==> src/rtl/ptc_pkg.sv <==
// Shared types for the pressure/temperature compensation block.
// Holds the state and micro-step enums, calibration and control structs.
// No dependencies.
package ptc_pkg;

   localparam int unsigned CSR_ADDR_WIDTH = 5;
   localparam int unsigned CSR_DATA_WIDTH = 64;

   // Register indexes of the configuration port (byte address 8*index)
   localparam logic [1:0] REG_TEMP_CAL  = 2'd0;
   localparam logic [1:0] REG_PRES_LOW  = 2'd1;
   localparam logic [1:0] REG_PRES_MID  = 2'd2;
   localparam logic [1:0] REG_PRES_HIGH = 2'd3;

   localparam logic OP_TEMPERATURE = 1'b0;
   localparam logic OP_PRESSURE    = 1'b1;

   typedef enum logic [1:0] {
      ST_IDLE,
      ST_ISSUE,
      ST_WAIT,
      ST_DONE
   } ptc_state_type;

   // Micro-steps; temperature runs T0..T4, pressure P0..P11, in enum order
   typedef enum logic [4:0] {
      U_T0, U_T1, U_T2, U_T3, U_T4,
      U_P0, U_P1, U_P2, U_P3, U_P4, U_P5,
      U_P6, U_P7, U_P8, U_P9, U_P10, U_P11
   } ptc_uop_type;

   typedef struct packed {
      logic [15:0]        t1;
      logic signed [15:0] t2;
      logic signed [15:0] t3;
      logic [15:0]        p1;
      logic signed [15:0] p2;
      logic signed [15:0] p3;
      logic signed [15:0] p4;
      logic signed [15:0] p5;
      logic signed [15:0] p6;
      logic signed [15:0] p7;
      logic signed [15:0] p8;
      logic signed [15:0] p9;
   } ptc_cal_type;

   typedef struct packed {
      logic        load;
      logic        exec;
      ptc_uop_type uop;
   } ptc_cmd_type;

   typedef struct packed {
      logic busy;
      logic v1_zero;
   } ptc_status_type;

endpackage

==> src/rtl/ptc_ctrl.sv <==
// Sequencer: walks the micro-steps of one word and runs the handshakes.
// Depends on ptc_pkg.
module ptc_ctrl (
   input  logic                    clock,
   input  logic                    reset,
   input  logic                    req_valid,
   input  logic                    req_op,
   output logic                    req_ready,
   output logic                    rsp_valid,
   input  logic                    rsp_ready,
   input  ptc_pkg::ptc_status_type status,
   output ptc_pkg::ptc_cmd_type    cmd
);
   import ptc_pkg::*;

   ptc_state_type state_ff, state_in;
   ptc_uop_type   uop_ff, uop_in;
   logic          last_step;

   assign last_step = (uop_ff == U_T4) || (uop_ff == U_P11)
                      || ((uop_ff == U_P6) && status.v1_zero);

   // Next state
   always_comb begin
      state_in = state_ff;
      uop_in   = uop_ff;
      case (state_ff)
         ST_IDLE: if (req_valid) begin
            state_in = ST_ISSUE;
            uop_in   = (req_op == OP_PRESSURE) ? U_P0 : U_T0;
         end
         ST_ISSUE: state_in = ST_WAIT;
         ST_WAIT: if (!status.busy) begin
            if (last_step) state_in = ST_DONE;
            else begin
               state_in = ST_ISSUE;
               uop_in   = ptc_uop_type'(uop_ff + 5'd1);
            end
         end
         ST_DONE: if (rsp_ready) state_in = ST_IDLE;
         default: state_in = ST_IDLE;
      endcase
   end

   // Outputs
   always_comb begin
      req_ready = (state_ff == ST_IDLE);
      rsp_valid = (state_ff == ST_DONE);
      cmd.load  = (state_ff == ST_IDLE) && req_valid;
      cmd.exec  = (state_ff == ST_ISSUE);
      cmd.uop   = uop_ff;
   end

   always_ff @(posedge clock) begin
      if (reset) begin
         state_ff <= ST_IDLE;
         uop_ff   <= U_T0;
      end else begin
         state_ff <= state_in;
         uop_ff   <= uop_in;
      end
   end

   a_no_issue_busy: assert property (@(posedge clock) disable iff (reset)
      cmd.exec |-> !status.busy) else $error("step issued while a unit is busy");
   a_accept_closes: assert property (@(posedge clock) disable iff (reset)
      (req_valid && req_ready) |=> !req_ready) else $error("accepted a second word");
   a_no_overlap: assert property (@(posedge clock) disable iff (reset)
      !(rsp_valid && req_ready)) else $error("ready while result pending");
endmodule

==> config.mk <==
export PLATFORM = sky130hd
export DESIGN_NAME = ptc_ctrl
export DESIGN_NICKNAME = d
export VERILOG_FILES = /design/src/rtl/ptc_pkg.sv /design/src/rtl/ptc_ctrl.sv
export SDC_FILE = /design/constraint.sdc
export NUM_CORES = 1
export LEC_CHECK = 0
export BUFFER_PORTS_ARGS = -buffer_cell sky130_fd_sc_hd__buf_2
export CORE_AREA = 2 2 39 41
export DETAILED_ROUTE_END_ITERATION = 6
export DIE_AREA = 0 0 41 43
export SLEW_MARGIN = 25
export SYNTH_ARGS = -nofsm -noshare
export SYNTH_HDL_FRONTEND = slang
export SYNTH_SLANG_ARGS = --single-unit
==> constraint.sdc <==
create_clock -name clock -period 5.23 [get_ports clock]
set_clock_uncertainty 0.2 [all_clocks]
set_input_delay 0.523 -clock clock [delete_from_list [all_inputs] [get_ports clock]]
set_output_delay 0.523 -clock clock [all_outputs]
set_load 0.03 [all_outputs]
**Word-level counts from Yosys, hierarchy flattened**

Cells that the tools add are included.

- Flip-flop bits (word level): 7
- Bits of input ports: 7
- Logic and storage cells: 31

- Add/subtract/negate cells: 1
- Equality and inequality tests: 10
- Multiplexer cells: 10
- Reduce and logical (&&, ||, !) cells: 8

Operators with widths:

| operator | number |
|---|---|
| 5-bit 2-to-1 mux | 3 |
| 5-bit one-hot mux with 2 select lines | 1 |
| 2-bit 2-to-1 mux | 4 |
| 2-bit one-hot mux with 4 select lines | 1 |
| 2-bit inequality test, second input constant | 3 |
| 5-bit by 1-bit adder with 5-bit output, second input constant | 1 |
| 5-bit by 3-bit == test with 1-bit output, second input constant | 1 |
| 5-bit by 4-bit == test with 1-bit output, second input constant | 1 |
| 5-bit == test, second input constant | 1 |
| 2-bit == test, second input constant | 2 |
| 4-bit AND reduction | 1 |
| 3-bit 2-to-1 mux | 1 |
| 3-bit AND reduction | 1 |
| 2-bit by 1-bit == test with 1-bit output, second input constant | 1 |
| 1-bit logical AND | 2 |
| 2-bit zero test | 1 |
| 1-bit logical OR | 2 |
| 2-bit by 1-bit inequality test with 1-bit output, second input constant | 1 |
| 2-bit nonzero test | 1 |

**Logic depth before layout (Yosys ltp)**

- Depth in word-level cells: 6
- Mapped depth: 6

**Worst setup path before layout**

No wires, ideal clock.

- Path type: register -> output
- From: reg state_ff[0]
- To: out cmd[6] in the netlist's numbering
- Arrival time: 1373 ps
- Setup slack: 3134 ps
- Stages on the path, launching flop included: 5
- Buffers on the path: 1
- Cell sequence: dfxtp_1 > buf_6 > nor2_1 > nand2_1 > inv_1

RTL lines:

| what | line | source |
|---|---|---|
| from (decl) | ptc_ctrl.sv:16 | `ptc_state_type state_ff, state_in;` |
| from (signal assigned) | ptc_ctrl.sv:59 | `state_ff <= state_in;` |
| to (decl) | ptc_ctrl.sv:12 | `output ptc_pkg::ptc_cmd_type cmd` |

==> reports/qor.csv <==
stage,metric,value,unit
status,run status,completed,
critical_path,Max Fanout on Critical Path,9,
clocking,total number of H-tree levels,1,
critical_path,endpoint type of the worst setup path,output port,
sta,shortest clock period the worst path allows after layout,2.02,ns
grt,global router's overall resource usage,15.6,%
sta,slew of the pin with the lowest slew margin,0.403,ns
grt,maximum number of pins on one net before global-route repair,10,
synthesis,number of instances in the synthesized netlist,60,
synthesis,ys async rst share,0,%
worst_hold_path,start point of the worst min-delay path,reset,
critical_path,worst path required time,4.51,ns
pwr,PwrDens,242,nW/um^2
grt,grt ovf,0,
synthesis,Post-synth top flop,dfxtp_1,
finish,multi-input gate area in the final layout,297,sq um
clocking,# resized after CTS,0,
drt,WL/cell,11.7,um
sta,final number of max-transition violations,0,
critical_path,"reg-to-reg slack, setup",3.35,ns
drt,average vias per placed instance,5.06,
critical_path,launch point of the worst reg-to-reg path,uop_ff[0]$_SDFFE_PP0P_,
pwr,sequential fraction of design power,43.1,%
floorplanning,vertical die dimension,43,um
place,"Cell Area, Placed",554,sq um
pwr,power share of the clock group,35.5,%
sta,maximum clock frequency,494,MHz
sta,final-report hold violation count,0,
clocking,CTS Hold Buffers Added,0,
sta,tightest slew margin relative to the limit,73.1,%
pwr,NetSw,44.5,uW
finish,total inserted antenna cells,0,
synthesis,most used standard cells in the synthesized netlist,"7 x dfxtp_1, 6 x a21oi_1, 6 x inv_1, 6 x nand2_1, 5 x o211ai_1",
critical_path,critical path data arrival time,1.30,ns
clocking,TritonCTS clock tree,built,
pwr,internal power summed over all cells,95.7,uW
finish,sequential standard cell area,140,sq um
drt,via count,471,
finish,share of cells above drive strength 1,31.2,%
finish,Area Overhead vs Synth,20.8,%
synthesis,cell types occupying the most area after synthesis,"dfxtp_1 29%, o211ai_1 7.8%, a21oi_1 6.3%",
pwr,Peak VDD IR,0.0964,mV
synthesis,leading cell type by number of instances after synthesis,dfxtp_1,
pwr,power share of the combinational group,21.4,%
floorplanning,core footprint,1380,sq um
clocking,number of buffers added for setup after CTS,0,
sta,sum of negative setup slack,0,ns
sta,post-route clock period utilization,38.7,%
drt,initial DRC count,3,
clocking,clk_lat worst skew,0.25,ns
clocking,clock root cell,clkbuf_4,
flow_run,max-cap viol count,0,
sta,setup violation total in the final timing report,0,
floorplanning,Top-Level Pins,16,
synthesis,syn_nets,69,
floorplanning,DIE AREA,1760,sq um
critical_path,startpoint types,flop,
place,port bufs,15,
worst_hold_path,Hold EP,uop_ff[4]$_SDFFE_PP0P_,
clocking,number of CTS-inserted buffers,3,
place,GPL Wtd Cong,0.781,
critical_path,Critical R2R Capture,uop_ff[3]$_SDFFE_PP0P_,
clocking,Clock Sinks,7,
floorplanning,Initial Util,34.7,%
finish,cell area after layout,581,sq um
finish,total number of nets in the final design,87,
pwr,switching power share of the total,31.8,%
worst_hold_path,Min-Delay Path Depth,2,
clocking,clock buffer depth,2,
grt,initial antenna violation count,0,
grt,vias in the first global route,434,
critical_path,R2R depth,6,
place,DP Wirelength,851,um
synthesis,number of unique standard cell types used by synthesis,25,
drt,TritonRoute pass-1 iters,2,
synthesis,number of synthesized register bits,7,
finish,number of filler cells placed in the layout,151,
critical_path,startpoint-to-endpoint class of the critical path,reg -> out,
synthesis,Post-synth EDFFs,0,
drt,drt total wl,1090,um
synthesis,share of Yosys cell area claimed by the top area cell type,29.2,%
sta,unrepaired setup endpoints after global routing,false,
worst_hold_path,min-delay worst type,in -> reg,
drt,Antenna Violating Nets Remaining,0,
synthesis,post-synthesis cell type with the largest combined area,dfxtp_1,
clocking,clock transition at the registers of the reported paths,0.06,ns
drt,remaining design rule violation count,0,
synthesis,cell area after synthesis,480,sq um
synthesis,mean cell area of the mapped netlist,8.01,sq um
floorplanning,placement row count,14,
grt,wire length of the first global-routing pass,1860,um
synthesis,portion of the post-synthesis area used by sequential elements,29.2,%
synthesis,Yosys Warn Count,0,
pwr,leakage power,0.239,nW
floorplanning,die width,41,um
==> registers in the layout, indices dropped and copies added (netlist names) <==
name and cells:
state_ff 2, uop_ff 5
==> cells in the final DEF, fill, tap and decap left out, drive strengths merged <==
| cell type | n |
|---|---|
| or4 | 2 |
| dfxtp | 7 |
| a21oi | 6 |
| inv | 6 |
| nand4b | 1 |
| nand4bb | 1 |
| o32ai | 1 |
| nor3b | 1 |
| ha | 2 |
| buf | 15 |
| nor2 | 4 |
| mux2 | 1 |
| a21o | 1 |
| o22ai | 1 |
| and2b | 1 |
| and2 | 2 |
| a31oi | 2 |
| nand2 | 7 |
| clkbuf | 4 |
| o211ai | 5 |
| nand3b | 1 |
| nand3 | 4 |
| o21ai | 1 |
| a311o | 1 |
==> area by class of cell <==
cell class | count | area share, %
multi-input combinational | 45 | 51.1
sequential | 7 | 24.1
inverter | 6 | 3.88
clock buffer | 4 | 4.53
tap | 16 | 3.45
timing repair buffer | 15 | 12.9
==> cells by family after synthesis <==
group           count (synthesis)  share of synthesized area, %
flops                           7                          29.2
mux                             1                          2.34
fa+ha+maj                       2                          5.21
compound gates                 18                          24.5
buf+inv                         8                          9.11
simple gates                   24                          29.7
==> worst max-delay path: stages (launching register included) <==
cell and delay, ns:
dfxtp_1 0.47, nor2_1 0.08, nand2_1 0.21, inv_1 0.10
buf_2 0.19
==> stage by stage <==
step	hold slack [ns]	cells	util (%)	power (mW)	worst slack, ns
global placement	0.349	89	40.1	0.0918	3.34
finish	0.337	93	42.0	0.140	3.21
floorplan	0.318	60	-	0.0841	3.13
detailed placement	0.354	89	40.1	0.0918	3.33
global route	0.340	93	42.0	0.150	3.05
CTS	0.334	93	42.0	0.142	3.19
==> metal layers <==
layer  part of all wire (%)  global-route usage (%)  up-vias
met5                      0                       0        -
li1                       -                       -      254
met3                    4.6                    3.66        2
met1                     48                    21.4      204
met2                     46                    20.9       11
met4                    1.1                    10.0        0
==> power by group through the flow <==
stage	registers, mW	clock network, mW	logic (mW)
4_1_cts	0.0604	0.0517	0.0304
3_5_place_dp	0.0615	0	0.0303
2_1_floorplan	0.0627	0	0.0214
5_1_grt	0.0612	0.0557	0.0333
3_3_place_gp	0.0614	0	0.0304
6_report	0.0605	0.0497	0.0300
==> worst max path at each step <==
stage                        startpoint                endpoint  slack [ns]  cells after the start
3_5_place_dp                  status[1]  uop_ff[3]$_SDFFE_PP0P_        3.33                      5
3_3_place_gp                  status[1]  uop_ff[3]$_SDFFE_PP0P_        3.34                      5
4_1_cts        state_ff[0]$_SDFFE_PP0P_                  cmd[6]        3.19                      4
2_1_floorplan  state_ff[0]$_SDFFE_PP0P_                  cmd[6]        3.13                      4
5_1_grt        state_ff[0]$_SDFFE_PP0P_                  cmd[6]        3.05                      4
6_report       state_ff[0]$_SDFFE_PP0P_                  cmd[6]        3.21                      4
Note: power is estimated with default switching activity, not from simulation.
